### src/rtl/ott_pkg.sv
// Package for the outstanding transfer tracker: field widths, command and
// status codes, the result record and the slot evaluation response.
// No dependencies.
`timescale 1ns / 1ps
`default_nettype none
package ott_pkg;

    localparam int CMD_W       = 2;
    localparam int ID_W        = 32;
    localparam int STATUS_W    = 3;
    localparam int SLOT_W      = 3;
    localparam int TIME_W      = 32;
    localparam int TMO_W       = 16;
    localparam int MAX_RESULTS = 8;
    localparam int CNT_W       = $clog2(MAX_RESULTS + 1);

    localparam logic [TMO_W-1:0] TIMEOUT_RST = 16'd1000;

    typedef enum logic [CMD_W-1:0] {
        CMD_START    = 2'd0,
        CMD_COMPLETE = 2'd1,
        CMD_ERROR    = 2'd2,
        CMD_TICK     = 2'd3
    } t_cmd;

    typedef enum logic [STATUS_W-1:0] {
        ST_STORED    = 3'd0,
        ST_FULL      = 3'd1,
        ST_COMPLETED = 3'd2,
        ST_ERRORED   = 3'd3,
        ST_NOT_FOUND = 3'd4,
        ST_TIMED_OUT = 3'd5
    } t_status;

    typedef struct packed {
        t_status           status;
        logic [ID_W-1:0]   id;
        logic [SLOT_W-1:0] slot;
        logic [TIME_W-1:0] age;
        logic              last;
    } t_result;

    typedef struct packed {
        logic              hit;
        logic [TIME_W-1:0] age;
    } t_eval_rsp;

endpackage
`default_nettype wire

### src/rtl/ott_slot_eval.sv
// Shared slot evaluation unit: one table entry against the current command.
// Free test for start, id match for complete/error, age compare for tick.
// Depends on ott_pkg.
`timescale 1ns / 1ps
`default_nettype none
module ott_slot_eval (
    input  var ott_pkg::t_cmd            i_cmd,
    input  wire                          i_valid,
    input  wire  [ott_pkg::ID_W-1:0]     i_req_id,
    input  wire  [ott_pkg::ID_W-1:0]     i_entry_id,
    input  wire  [ott_pkg::TIME_W-1:0]   i_entry_start,
    input  wire  [ott_pkg::TIME_W-1:0]   i_now,
    input  wire  [ott_pkg::TMO_W-1:0]    i_timeout,
    output ott_pkg::t_eval_rsp           o_rsp
);
    import ott_pkg::*;

    logic [TIME_W-1:0] w_age;

    assign w_age = i_now - i_entry_start;

    always_comb begin
        o_rsp.age = w_age;
        case (i_cmd)
            CMD_START: begin
                o_rsp.hit = !i_valid;
            end
            CMD_COMPLETE, CMD_ERROR: begin
                o_rsp.hit = i_valid && (i_entry_id == i_req_id);
            end
            default: begin
                o_rsp.hit = i_valid && (w_age > TIME_W'(i_timeout));
            end
        endcase
    end

endmodule
`default_nettype wire

### src/rtl/outstanding_transfer_tracker_top.sv
// Outstanding transfer tracker: table of in-flight transfers with timeout.
// The slot scan reads one table entry per cycle through one shared evaluator.
// Throughput: one command per scan; busy stays high until the last result.
// Tick results stream out as expired slots are found, at most one per cycle (max 8 per tick).
// Reset (sync, active low): all slots free, counter zero, timeout 1000.
`timescale 1ns / 1ps
`default_nettype none
module outstanding_transfer_tracker_top #(
    parameter int SLOTS = 8
) (
    input  wire                             i_clk,
    input  wire                             i_rst_n,
    input  wire                             i_cfg_we,
    input  wire  [ott_pkg::TMO_W-1:0]       i_cfg_wdata,
    input  wire                             i_start,
    output logic                            o_busy,
    input  wire  [ott_pkg::CMD_W-1:0]       i_cmd,
    input  wire  [ott_pkg::ID_W-1:0]        i_transfer_id,
    output logic                            o_strobe,
    output logic [ott_pkg::STATUS_W-1:0]    o_status,
    output logic [ott_pkg::ID_W-1:0]        o_result_id,
    output logic [ott_pkg::SLOT_W-1:0]      o_slot,
    output logic [ott_pkg::TIME_W-1:0]      o_age_ms,
    output logic                            o_last
);
    import ott_pkg::*;

    localparam int IDX_W = (SLOTS > 1) ? $clog2(SLOTS) : 1;
    localparam logic [IDX_W-1:0] LAST_IDX = IDX_W'(SLOTS - 1);

    typedef enum logic [1:0] {
        S_IDLE,
        S_SCAN,
        S_FLUSH
    } t_state;

    t_state            r_state;
    t_cmd              r_cmd;
    logic [ID_W-1:0]   r_req_id;
    logic [TIME_W-1:0] r_now;
    logic [TMO_W-1:0]  r_timeout;
    logic [SLOTS-1:0]  r_valid;
    logic [IDX_W-1:0]  r_rd_idx;
    logic [IDX_W-1:0]  r_ev_idx;
    logic              r_ev_vld;
    logic [ID_W-1:0]   r_rd_id;
    logic [TIME_W-1:0] r_rd_start;
    logic [CNT_W-1:0]  r_cnt;
    logic              r_pend_vld;
    t_result           r_pend;
    logic              r_strobe;
    t_result           r_res;

    logic [ID_W-1:0]   mem_id    [SLOTS];
    logic [TIME_W-1:0] mem_start [SLOTS];

    t_eval_rsp         w_eval;
    logic              w_wr_en;
    logic [SLOT_W-1:0] w_slot;

    ott_slot_eval u_eval (
        .i_cmd         (r_cmd),
        .i_valid       (r_valid[r_ev_idx]),
        .i_req_id      (r_req_id),
        .i_entry_id    (r_rd_id),
        .i_entry_start (r_rd_start),
        .i_now         (r_now),
        .i_timeout     (r_timeout),
        .o_rsp         (w_eval)
    );

    assign w_slot  = SLOT_W'(r_ev_idx);
    assign w_wr_en = (r_state == S_SCAN) && r_ev_vld && w_eval.hit && (r_cmd == CMD_START);

    // table memory: one write port, one registered read port
    always_ff @(posedge i_clk) begin
        if (w_wr_en) begin
            mem_id[r_ev_idx]    <= r_req_id;
            mem_start[r_ev_idx] <= r_now;
        end
        r_rd_id    <= mem_id[r_rd_idx];
        r_rd_start <= mem_start[r_rd_idx];
    end

    always_ff @(posedge i_clk) begin
        if (!i_rst_n) begin
            r_state    <= S_IDLE;
            r_now      <= '0;
            r_timeout  <= TIMEOUT_RST;
            r_valid    <= '0;
            r_ev_vld   <= 1'b0;
            r_pend_vld <= 1'b0;
            r_cnt      <= '0;
            r_strobe   <= 1'b0;
        end else begin
            r_strobe <= 1'b0;
            if (i_cfg_we) begin
                r_timeout <= i_cfg_wdata;
            end
            case (r_state)
                S_IDLE: begin
                    if (i_start) begin
                        r_cmd      <= t_cmd'(i_cmd);
                        r_req_id   <= i_transfer_id;
                        r_rd_idx   <= '0;
                        r_ev_vld   <= 1'b0;
                        r_pend_vld <= 1'b0;
                        r_cnt      <= '0;
                        r_state    <= S_SCAN;
                        if (t_cmd'(i_cmd) == CMD_TICK) begin
                            r_now <= r_now + 1'b1;
                        end
                    end
                end
                S_SCAN: begin
                    r_ev_idx <= r_rd_idx;
                    r_ev_vld <= 1'b1;
                    if (r_rd_idx != LAST_IDX) begin
                        r_rd_idx <= r_rd_idx + 1'b1;
                    end
                    if (r_ev_vld) begin
                        if (w_eval.hit) begin
                            case (r_cmd)
                                CMD_START: begin
                                    r_valid[r_ev_idx] <= 1'b1;
                                    r_strobe <= 1'b1;
                                    r_res    <= '{ST_STORED, r_req_id, w_slot, '0, 1'b1};
                                    r_state  <= S_IDLE;
                                end
                                CMD_COMPLETE: begin
                                    r_valid[r_ev_idx] <= 1'b0;
                                    r_strobe <= 1'b1;
                                    r_res    <= '{ST_COMPLETED, r_req_id, w_slot, '0, 1'b1};
                                    r_state  <= S_IDLE;
                                end
                                CMD_ERROR: begin
                                    r_valid[r_ev_idx] <= 1'b0;
                                    r_strobe <= 1'b1;
                                    r_res    <= '{ST_ERRORED, r_req_id, w_slot, '0, 1'b1};
                                    r_state  <= S_IDLE;
                                end
                                default: begin
                                    // tick: hold each expiry until the next one shows or the scan ends
                                    r_valid[r_ev_idx] <= 1'b0;
                                    if (r_pend_vld) begin
                                        r_strobe <= 1'b1;
                                        r_res    <= r_pend;
                                    end
                                    r_pend     <= '{ST_TIMED_OUT, r_rd_id, w_slot,
                                                    w_eval.age, 1'b0};
                                    r_pend_vld <= 1'b1;
                                    r_cnt      <= r_cnt + 1'b1;
                                    if (r_cnt == CNT_W'(MAX_RESULTS - 1) ||
                                        r_ev_idx == LAST_IDX) begin
                                        r_state <= S_FLUSH;
                                    end
                                end
                            endcase
                        end else if (r_ev_idx == LAST_IDX) begin
                            r_state <= S_FLUSH;
                        end
                    end
                end
                S_FLUSH: begin
                    r_state <= S_IDLE;
                    case (r_cmd)
                        CMD_START: begin
                            r_strobe <= 1'b1;
                            r_res    <= '{ST_FULL, r_req_id, '0, '0, 1'b1};
                        end
                        CMD_COMPLETE, CMD_ERROR: begin
                            r_strobe <= 1'b1;
                            r_res    <= '{ST_NOT_FOUND, r_req_id, '0, '0, 1'b1};
                        end
                        default: begin
                            if (r_pend_vld) begin
                                r_strobe <= 1'b1;
                                r_res    <= '{r_pend.status, r_pend.id, r_pend.slot,
                                              r_pend.age, 1'b1};
                            end
                            r_pend_vld <= 1'b0;
                        end
                    endcase
                end
                default: begin
                    r_state <= S_IDLE;
                end
            endcase
        end
    end

    assign o_busy      = (r_state != S_IDLE);
    assign o_strobe    = r_strobe;
    assign o_status    = r_res.status;
    assign o_result_id = r_res.id;
    assign o_slot      = r_res.slot;
    assign o_age_ms    = r_res.age;
    assign o_last      = r_res.last;

endmodule
`default_nettype wire

### config.mk
export PLATFORM = sky130hd
export DESIGN_NAME = outstanding_transfer_tracker_top
export DESIGN_NICKNAME = d
export VERILOG_FILES = /design/src/rtl/ott_pkg.sv /design/src/rtl/ott_slot_eval.sv /design/src/rtl/outstanding_transfer_tracker_top.sv
export SDC_FILE = /design/constraint.sdc
export NUM_CORES = 1
export LEC_CHECK = 0
export CAP_MARGIN = 5
export CORE_UTILIZATION = 35
export CTS_CLUSTER_DIAMETER = 80
export CTS_CLUSTER_SIZE = 8
export DETAILED_ROUTE_END_ITERATION = 16
export DONT_BUFFER_PORTS = 1
export SYNTH_ARGS = -nofsm -noshare
export SYNTH_HDL_FRONTEND = slang
export SYNTH_SLANG_ARGS = --single-unit
### constraint.sdc
create_clock -name i_clk -period 7.95 [get_ports i_clk]
set_input_delay 0.3975 -clock i_clk [delete_from_list [all_inputs] [get_ports i_clk]]
set_output_delay 0.3975 -clock i_clk [all_outputs]
set_load 0.02 [all_outputs]
==> results.yml, run 1 <==
yosys:
  seq_area_frac_synth: 0.719
  synthesis.yosys.warnings: 0
  post_synth_num_cell_types: 74
  ys_dominant_reg_cell: "sky130_fd_sc_hd__edfxtp_1"
  synth.net_count: 1979
  yosys_register_bits: 819
  synth_top_area_frac: 0.640
  gate_count_post_synth: 1865
  mappedNetlistArea_um2: 32400
  async_reset_ff_frac: 0
  synth_largest_area_cell: "sky130_fd_sc_hd__edfxtp_1"
  synth_enable_flop_cells: 690
  main_area_contributors_after_synthesis: "sky130_fd_sc_hd__edfxtp_1 64%, sky130_fd_sc_hd__mux4_2 8.9%, sky130_fd_sc_hd__dfxtp_1 8.0%, sky130_fd_sc_hd__ha_1 2.3%, sky130_fd_sc_hd__mux2_2 2.3%"
  post_synth.cell_area_avg_um2: 17.4
global_route:
  busiest_layer: "met2"
  met1_usage: 0.219
  global_route_wire_length_before_repair_um: 112000
  antenna_found_initial: 2
  vias_in_the_first_global_route: 17600
  grt_start_max_net_pins: 131
  grt_use_met2: 0.258
  global_route.overflow_total: 0
  global_route_usage_sum: 0.160
  met3_resource_use_gr: 0.0339
timing:
  finalHoldViolations: 0
  achievable-frequency_mhz: 161
  period_share: 0.781
  final_tns_setup_ps: 0
  finClkSkew_ps: 51.7
  final.setup.worst_slack_ps: 1740
  final-max-slew-violation-count: 0
  grt_setup_unrepaired: "no"
  final_setup_violating_endpoints: 0
  relSlewSlack: 0.303
  timing.hold.ws_ps: 49.7
  max_slew.worst_pin.slew_ps: 1040
  period_minus_slack_ps: 6210
placement:
  globalplace.congestion: 0.897
  buffers_added_on_ports: 0
  place_hpwl_um: 45200
  dpl_worst_slack_ps: 1750
clock_tree:
  cts_repair_resize_count: 0
  clkTransAtPathRegs_ps: 50
  tritoncts: "done"
  cts_made_buffers: 112
  latest_clock_arrival_within_the_worst_skew_pair_ps: 680
  clockRootBuffer: "sky130_fd_sc_hd__clkbuf_16"
  numClockSinks: 819
  htreeDepth: 3
  clock_tree.buffer_depth: 3
detailed_routing:
  viasPerCell: 5.20
  drt.antenna.violating_nets: 0
  first_pass_iters: 5
  drt_iter0_markers: 1171
  vias_after_detailed_routing: 17000
  route.detailed.wl_per_inst_um: 22.8
  drcViolationCount: 0
  wirelength_um: 74600
setup_path:
  critPathLaunchType: "flip-flop"
  timing.critical_path.mode_cell: "sky130_fd_sc_hd__a211oi_1"
  end_kind: "flip-flop"
  r2r_setup_slack_ps: 1740
  worst_r2r_path_depth: 20
  critical-path-max-stage-delay_ps: 860
  critical_path_class: "flip-flop to flip-flop"
  crit_slowest_cell: "sky130_fd_sc_hd__a21oi_4"
  timing.critical_path.arrival_ps: 6540
  critical_path_fanouts_max: 46
  timing.rr.start: "r_now[0]"
  crit_required_ps: 8280
  worst_r2r_endpoint: "o_result_id[28]"
  worstPathCellList: "inv_1 -> ha_1 -> inv_1 -> fa_1 -> a211oi_1 -> o21ai_1 -> a31oi_1 -> nand2_1 -> xor2_1 -> ha_1 -> nand4_1 -> a2111oi_0 -> a211oi_1 -> o221ai_1 -> a211oi_1 -> and4b_2 -> o2111ai_4 -> nand3_1 -> a21oi_4 -> buf_12"
flow_run:
  max_capacitance_violation_total: 0
floorplanning:
  fp.dieH_um: 306
  die_width_um: 306
  rows: 111
  floorplan.initialDensity: 0.353
  die-area_um2: 93800
  ioPinCount: 127
  core_box_area_um2: 91700
worst_hold_path:
  worstHoldStart: "i_rst_n"
  timing.hold.worst_path_depth: 2
  whs_endpoint: "r_rd_idx[2]"
  hold_path_class: "primary input to flip-flop"
power_and_ir_drop:
  worst_ir_drop_vdd_uv: 194
  total_leakage_power_nw: 13.6
  power_density_nw_per_um2: 285
finish:
  antenna-diode-count: 0
  drive_above_1_share: 0.179
  finalNetCount: 2102
  area_growth_syn_to_layout_pct: 16.5
status:
  run_status: "completed"
## layout by cell type (no fill, tap or decap), drive strengths merged, types with 4 or more instances in the layout
master       Yosys  routed
or3              7       7
dlygate4sd3      0      53
inv             65      68
o22ai            4       4
mux2i           20      20
nand2b           7       7
and4             5       5
nand3           25      25
nor2b            5       5
o21a             5       5
and2            46      46
and3            19      19
o211ai          13      13
nand4           29      29
mux4           128     128
a22oi            4       4
edfxtp         690     690
nor2            70      70
xnor2           17      17
nor4            11      11
nor3b            6       6
o21ai           37      37
nand2           75      75
a2111oi          4       4
nor3            18      18
a21oi           58      58
a31oi            7       7
a22o            35      35
a211oi          12      12
ha              59      59
clkinv           2       6
xor2            63      63
a21o            13      13
clkbuf          50     201
mux2            65      65
buf             23      29
a21boi           4       4
dfxtp          129     129
## worst max path at each step
stage / startpoint / depth (start not counted) / endpoint / slack, ps
after floorplan: r_now[0] / 20 / o_age_ms[0] / 90
after global placement: r_now[0] / 20 / o_result_id[24] / 1850
after detailed placement: r_now[0] / 20 / o_result_id[27] / 1750
after CTS: r_now[0] / 20 / o_result_id[24] / 1760
after global routing: r_now[0] / 20 / o_age_ms[1] / 1230
final: r_now[0] / 20 / o_result_id[28] / 1740
## metal layers
layer	share of wire	vias up
met5	0	-
met2	0.48	476
met4	0.018	0
li1	-	7603
met3	0.057	115
met1	0.44	8804
## synth_stat cells, types with 16 or more instances
| cell type | n |
|---|---|
| sky130_fd_sc_hd__clkbuf_1 | 50 |
| sky130_fd_sc_hd__mux4_2 | 128 |
| sky130_fd_sc_hd__edfxtp_1 | 690 |
| sky130_fd_sc_hd__inv_1 | 65 |
| sky130_fd_sc_hd__and2_1 | 41 |
| sky130_fd_sc_hd__a22o_1 | 35 |
| sky130_fd_sc_hd__and3_1 | 19 |
| sky130_fd_sc_hd__o21ai_0 | 27 |
| sky130_fd_sc_hd__nand3_1 | 21 |
| sky130_fd_sc_hd__buf_1 | 19 |
| sky130_fd_sc_hd__ha_1 | 59 |
| sky130_fd_sc_hd__mux2i_1 | 20 |
| sky130_fd_sc_hd__dfxtp_1 | 129 |
| sky130_fd_sc_hd__nor3_1 | 16 |
| sky130_fd_sc_hd__a21oi_1 | 58 |
| sky130_fd_sc_hd__nand4_1 | 29 |
| sky130_fd_sc_hd__xor2_1 | 63 |
| sky130_fd_sc_hd__mux2_2 | 65 |
| sky130_fd_sc_hd__nor2_1 | 70 |
| sky130_fd_sc_hd__nand2_1 | 75 |
| sky130_fd_sc_hd__xnor2_1 | 17 |
## worst max-delay path: cells and delay by family (launching register included)
family          cells  cell delay, ps
simple gates        4             770
flops               1             420
buf+inv             3             530
xor+xnor            1             190
compound gates      9            3000
fa+ha+maj           3             910
## power by group
group          switching, W  internal, W
Clock               0.00176      0.00264
Combinational      0.000662     0.000487
Sequential         0.000280      0.00494
Total               0.00270      0.00807
## area by class of cell
cell class | instances | area (um^2)
Clock buffer | 201 | 3140
Clock inverter | 7 | 130
Fill cell | 8201 | 53900
Inverter | 67 | 251
Multi-Input combinational cell | 906 | 8590
Sequential cell | 819 | 23300
Tap cell | 1186 | 1480
Timing Repair Buffer | 82 | 848
## through the flow
step,instances,area (um^2),power [W],util
2_1_floorplan,1865,32400,0.00606,-
3_3_place_gp,3007,33900,0.00644,0.370
3_5_place_dp,3007,33900,0.00645,0.370
4_1_cts,3268,37700,0.0109,0.412
5_1_grt,3268,37700,0.0112,0.412
6_report,3268,37700,0.0108,0.412
## sequential cells by signal, indices dropped and copies added, names as in the netlist, 4 cells and up, named ones only
register / flops
mem_id: 256
r_rd_start: 32
r_pend: 67
o_age_ms: 32
r_cnt: 4
r_rd_id: 32
mem_start: 256
o_result_id: 32
r_req_id: 32
r_timeout: 16
r_now: 32
## timing repair
action                                  4_1_cts  5_1_grt
hold buffers                                 53        0
hold endpoints to repair                     59        0
buffers inserted                              0        0
endpoints found under the setup margin        0        0
## kinds of logic after synthesis
group | share of synthesized area
AOI/OAI and AO/OA | 0.0474
xor gates and xnor gates | 0.0216
adders and majority gates | 0.0234
buffers and inverters | 0.0164
DFF | 0.719
muxes | 0.118
and+or+nand+nor | 0.0540
Note: power is estimated with default switching activity, not from simulation.
==> inputs of run 2 (changes only) <==
==> constraint.sdc (replaced) <==
create_clock -name i_clk -period 5.5 [get_ports i_clk]
set_input_delay 0.275 -clock i_clk [delete_from_list [all_inputs] [get_ports i_clk]]
set_output_delay 0.275 -clock i_clk [all_outputs]
set_load 0.02 [all_outputs]
==> run 2 against run 1 <==
Die area stayed put. First-iteration DRC count is 25% higher. Cell count is 1.1% higher. Via count is 0.48% higher. Setup slack worse by 1500 ps. Non-clock buffer count is 42 higher. Clock power is 47% higher. Final area is 1.6% higher. Register-to-register slack worse by 1500 ps. Total power is 46% higher. Fmax is 18% higher. Utilization is 0.65 points higher.
==> results.yml, run 2 (same netlist as run 1, synthesis figures left out) <==
status:
  run_status: "completed"
floorplanning:
  die-area_um2: 93800
  core_box_area_um2: 91700
  floorplan.initialDensity: 0.353
  rows: 111
  ioPinCount: 127
  die_width_um: 306
  fp.dieH_um: 306
timing:
  final_tns_setup_ps: 0
  grt_setup_unrepaired: "no"
  relSlewSlack: 0.258
  finalHoldViolations: 0
  final-max-slew-violation-count: 0
  period_share: 0.954
  max_slew.worst_pin.slew_ps: 1110
  period_minus_slack_ps: 5250
  final_setup_violating_endpoints: 0
  achievable-frequency_mhz: 191
  finClkSkew_ps: 65.1
global_route:
  global_route_usage_sum: 0.163
  grt_start_max_net_pins: 75
  global_route_wire_length_before_repair_um: 115000
  antenna_found_initial: 5
  global_route.overflow_total: 0
  vias_in_the_first_global_route: 17800
finish:
  layout.cells.most_common: "sky130_fd_sc_hd__edfxtp_1"
  top_regs: "mem_id x256, mem_start x256, r_pend x67"
  finalNetCount: 2146
  antenna-diode-count: 0
  drive_above_1_share: 0.201
  most-common-layout-cells: "690 x sky130_fd_sc_hd__edfxtp_1, 129 x sky130_fd_sc_hd__dfxtp_1, 128 x sky130_fd_sc_hd__mux4_2"
  area_growth_syn_to_layout_pct: 18.4
  finish.instance_area_um2: 38300
  fin_cells: 3304
clock_tree:
  clock_tree.buffer_depth: 3
  tritoncts: "done"
  cts_made_buffers: 113
  numClockSinks: 819
  latest_clock_arrival_within_the_worst_skew_pair_ps: 700
  clkTransAtPathRegs_ps: 50
  clockRootBuffer: "sky130_fd_sc_hd__clkbuf_16"
  htreeDepth: 3
detailed_routing:
  viasPerCell: 5.17
  vias_after_detailed_routing: 17100
  first_pass_iters: 5
  drcViolationCount: 0
  route.detailed.wl_per_inst_um: 23.1
  drt_iter0_markers: 1462
  drt.antenna.violating_nets: 0
  wirelength_um: 76200
power_and_ir_drop:
  worst_ir_drop_vdd_uv: 254
  total_leakage_power_nw: 13.9
  power_density_nw_per_um2: 410
  finalPower_w: 0.0157
setup_path:
  critical_path_fanouts_max: 43
  timing.critical_path.arrival_ps: 5560
  timing.rr.start: "r_now[0]"
  critical_path_class: "flip-flop to flip-flop"
  critPathLaunchType: "flip-flop"
  cp-startpoint: "r_now[0]"
  end_kind: "flip-flop"
  crit_required_ps: 5810
worst_hold_path:
  worstHoldStart: "i_cmd[1]"
  hold_path_class: "primary input to flip-flop"
placement:
  place_hpwl_um: 47900
  globalplace.congestion: 0.833
  dp_cells: 3043
  buffers_added_on_ports: 0
  postPlaceCellArea_um2: 34300
flow_run:
  max_capacitance_violation_total: 0
-- run 2: changes by cell type in the layout (fill, tap and decap cells not counted), sizes merged --
cell / before / now
buf: 29 / 71
clkinv: 6 / 9
and3: 19 / 20
bufinv: 0 / 4
inv: 68 / 63
clkbuf: 201 / 192
-- run 2: per-stage QoR --
step,hold slack (ps),setup slack [ps],util
global placement,374,-27.6,0.374
finish,166,252,0.418
floorplan,374,4.67,-
global route,189,3.41,0.418
detailed placement,374,-67.3,0.374
CTS,144,0.246,0.417
-- run 2: power by group --
| part | internal [W] | switching (W) | total [W] |
|---|---|---|---|
| Combinational | 0.000724 | 0.000961 | 0.00169 |
| Clock | 0.00389 | 0.00258 | 0.00647 |
| Sequential | 0.00715 | 0.000418 | 0.00756 |
-- run 2: critical path, stage by stage (launching register included) --
cell and delay [ps]:
sky130_fd_sc_hd__dfxtp_1 310, sky130_fd_sc_hd__inv_1 60, sky130_fd_sc_hd__ha_1 170, sky130_fd_sc_hd__inv_1 50
sky130_fd_sc_hd__fa_1 430, sky130_fd_sc_hd__a211oi_2 220, sky130_fd_sc_hd__buf_4 160, sky130_fd_sc_hd__o21ai_1 90
sky130_fd_sc_hd__a31oi_2 230, sky130_fd_sc_hd__nand2_1 90, sky130_fd_sc_hd__xor2_1 170, sky130_fd_sc_hd__ha_1 310
sky130_fd_sc_hd__nand4_1 140, sky130_fd_sc_hd__a2111oi_0 400, sky130_fd_sc_hd__a211oi_1 90, sky130_fd_sc_hd__o221ai_1 300
sky130_fd_sc_hd__buf_4 180, sky130_fd_sc_hd__a211oi_1 40, sky130_fd_sc_hd__and4b_2 270, sky130_fd_sc_hd__o2111ai_4 150
sky130_fd_sc_hd__buf_6 230, sky130_fd_sc_hd__and2_4 210, sky130_fd_sc_hd__and3_2 230, sky130_fd_sc_hd__buf_12 310
-- run 2: metal layers --
layer	up-vias	wire length, um	global-route usage
met3	112	4200	0.0334
met2	483	37500	0.268
met4	6	2030	0.0581
li1	7674	-	-
met5	-	34	0
met1	8804	32500	0.215
-- run 2: path summary, 6_finish.rpt --
| check | end | slack [ps] | cells after the start |
|---|---|---|---|
| max | mem_start[4][3] | 250 | 23 |
| min | r_now[0] | 170 | 5 |
| max reg2reg | mem_start[4][3] | 250 | 23 |
| min reg2reg | r_pend[44] | 450 | 0 |
-- run 2: area by class of cell --
cell class | count | area [um^2]
Fill cell | 8070 | 53300
Sequential cell | 819 | 23300
Multi-Input combinational cell | 907 | 8640
Clock buffer | 192 | 3130
Tap cell | 1186 | 1480
Timing Repair Buffer | 124 | 1270
Inverter | 67 | 293
Clock inverter | 9 | 214
-- run 2: what timing repair did --
item | CTS | global route
gates cloned | 1 | 0
endpoints found under the hold margin | 68 | 0
hold buffers | 54 | 0
setup buffers | 0 | 5
pin swaps | 0 | 2
resized for setup | 2 | 30
endpoints found under the setup margin | 99 | 614
==> inputs of run 3 (changes only) <==
--- a/config.mk
+++ b/config.mk
@@ -6,6 +6,7 @@
 export NUM_CORES = 1
 export LEC_CHECK = 0
 export CAP_MARGIN = 5
+export CORE_MARGIN = 4
 export CORE_UTILIZATION = 35
 export CTS_CLUSTER_DIAMETER = 80
 export CTS_CLUSTER_SIZE = 8
==> run 3 against run 2 <==
Sequential share of layout area rose by 0.081 points. Wire length grew 0.44%. Clock skew up 13 ps. Final area down 0.13%. Setup slack improved by 24 ps. Clock power rose by 0.8%. Die area up 4.0%. Global-route usage decreased by 0.77 points. Clock-buffer cell count grew 11. Non-clock buffer count down 17. Flip-flop and latch count unchanged.
==> results.yml, run 3 (same netlist as run 1, synthesis figures left out) <==
clock_tree:
  htreeDepth: 3
  clkTransAtPathRegs_ps: 60
  cts_made_buffers: 114
  clock_tree.buffer_depth: 3
  tritoncts: "done"
  clockRootBuffer: "sky130_fd_sc_hd__clkbuf_16"
  latest_clock_arrival_within_the_worst_skew_pair_ps: 690
  numClockSinks: 819
floorplanning:
  floorplan.initialDensity: 0.353
  fp.dieH_um: 312
  die_width_um: 312
  rows: 111
  die-area_um2: 97500
  core_box_area_um2: 91800
  ioPinCount: 127
detailed_routing:
  vias_after_detailed_routing: 17100
  first_pass_iters: 5
  drcViolationCount: 0
  drt_iter0_markers: 1414
  wirelength_um: 76600
  drt.antenna.violating_nets: 0
  viasPerCell: 5.09
  route.detailed.wl_per_inst_um: 22.8
global_route:
  antenna_found_initial: 7
  global_route.overflow_total: 0
  global_route_usage_sum: 0.156
  grt_start_max_net_pins: 131
  vias_in_the_first_global_route: 17900
  global_route_wire_length_before_repair_um: 115000
timing:
  grt_setup_unrepaired: "no"
  finClkSkew_ps: 78.4
  final-max-slew-violation-count: 0
  final.setup.worst_slack_ps: 276
  achievable-frequency_mhz: 191
  period_minus_slack_ps: 5220
  period_share: 0.950
  max_slew.worst_pin.slew_ps: 1170
  final_setup_violating_endpoints: 0
  relSlewSlack: 0.217
  finalHoldViolations: 0
finish:
  top_regs: "mem_id x256, mem_start x256, r_pend x67"
  most-common-layout-cells: "690 x sky130_fd_sc_hd__edfxtp_1, 129 x sky130_fd_sc_hd__dfxtp_1, 128 x sky130_fd_sc_hd__mux4_2"
  layout.cells.most_common: "sky130_fd_sc_hd__edfxtp_1"
  finalNetCount: 2130
  n_fill_cell: 8161
  area_growth_syn_to_layout_pct: 18.2
  finish.instance_area_um2: 38300
  drive_above_1_share: 0.195
setup_path:
  worstPathCellList: "inv_1 -> ha_1 -> a21oi_1 -> and2_1 -> a21boi_0 -> o21ai_0 -> nand2b_1 -> a21o_1 -> a21oi_1 -> xnor2_1 -> ha_1 -> nand4_1 -> buf_4 -> a2111oi_4 -> a211oi_1 -> o221ai_2 -> a211oi_1 -> and4b_2 -> o2111ai_4 -> buf_4 -> and2_4 -> and3_2 -> clkbuf_8"
  critPathLaunchType: "flip-flop"
  crit_required_ps: 5820
  crit_slowest_cell: "sky130_fd_sc_hd__ha_1"
  timing.critical_path.arrival_ps: 5550
  critical-path-max-stage-delay_ps: 360
  end_kind: "flip-flop"
  critical_path_class: "flip-flop to flip-flop"
  critical_path_fanouts_max: 32
placement:
  globalplace.congestion: 0.807
  postPlaceCellArea_um2: 34200
  dpl_worst_slack_ps: -187
  buffers_added_on_ports: 0
  place_hpwl_um: 47200
flow_run:
  max_capacitance_violation_total: 0
status:
  run_status: "completed"
power_and_ir_drop:
  total_leakage_power_nw: 13.9
  worst_ir_drop_vdd_uv: 280
  power_density_nw_per_um2: 412
worst_hold_path:
  hold_path_class: "primary input to flip-flop"
[run 3: stage by stage]
step           power, W  setup TNS, ps  instances  hold slack, ps  utilization
6_report         0.0158              0       3357             109        0.417
2_1_floorplan   0.00874              0       1865             374            -
3_3_place_gp    0.00935          -3210       3085             374        0.372
5_1_grt          0.0164              0       3356            66.7        0.417
4_1_cts          0.0160              0       3353            32.0        0.416
3_5_place_dp    0.00937         -14590       3085             374        0.372
[run 3: cell type report]
type,count,area [um^2],share of cell area
Antenna cell,1,2.50,0.0000654
Clock buffer,203,3210,0.0837
Clock inverter,10,199,0.00520
Inverter,67,254,0.00663
Multi-Input combinational cell,907,8670,0.226
Sequential cell,819,23300,0.609
Tap cell,1243,1560,0.0406
Timing Repair Buffer,107,1100,0.0287
[run 3: power by group]
group	internal [W]	switching [W]	total [W]
clock network	0.00393	0.00259	0.00652
registers	0.00715	0.000424	0.00757
logic	0.000727	0.000973	0.00170
total	0.0118	0.00399	0.0158
[run 3: worst max-delay path: cells and delay by family (launching register included)]
kind                     cells  cell delay, ps
AO/OA/AOI/OAI               10            1890
buffers and inverters        4             700
adder cells (fa/ha/maj)      2             650
XOR/XNOR                     1             180
flip-flops                   1             330
AND/OR/NAND/NOR              6            1160
[run 3: metal layers]
metal	routed length (um)	GRT usage	vias to the layer above	part of all wire
li1	-	-	7662	-
met1	32800	0.208	8794	0.43
met2	37600	0.259	545	0.49
met3	4670	0.0320	102	0.061
met4	1580	0.0467	0	0.021
met5	0	0	-	0
[run 3: worst paths after layout]
path,from,slack (ps),cells after the start,to
max reg2reg,r_rd_start[4],280,23,mem_start[3][22]
min,i_start,110,3,r_state[0]
min reg2reg,r_rd_id[5],450,0,r_pend[41]
max,r_rd_start[4],280,23,mem_start[3][22]
[run 3: timing repair]
| item | CTS | global route |
|---|---|---|
| buffers inserted | 0 | 2 |
| pin swaps | 0 | 2 |
| setup endpoints to repair | 205 | 651 |
| gates cloned | 1 | 1 |
| hold endpoints to repair | 68 | 0 |
| resized for setup | 9 | 22 |
| hold buffers | 54 | 0 |
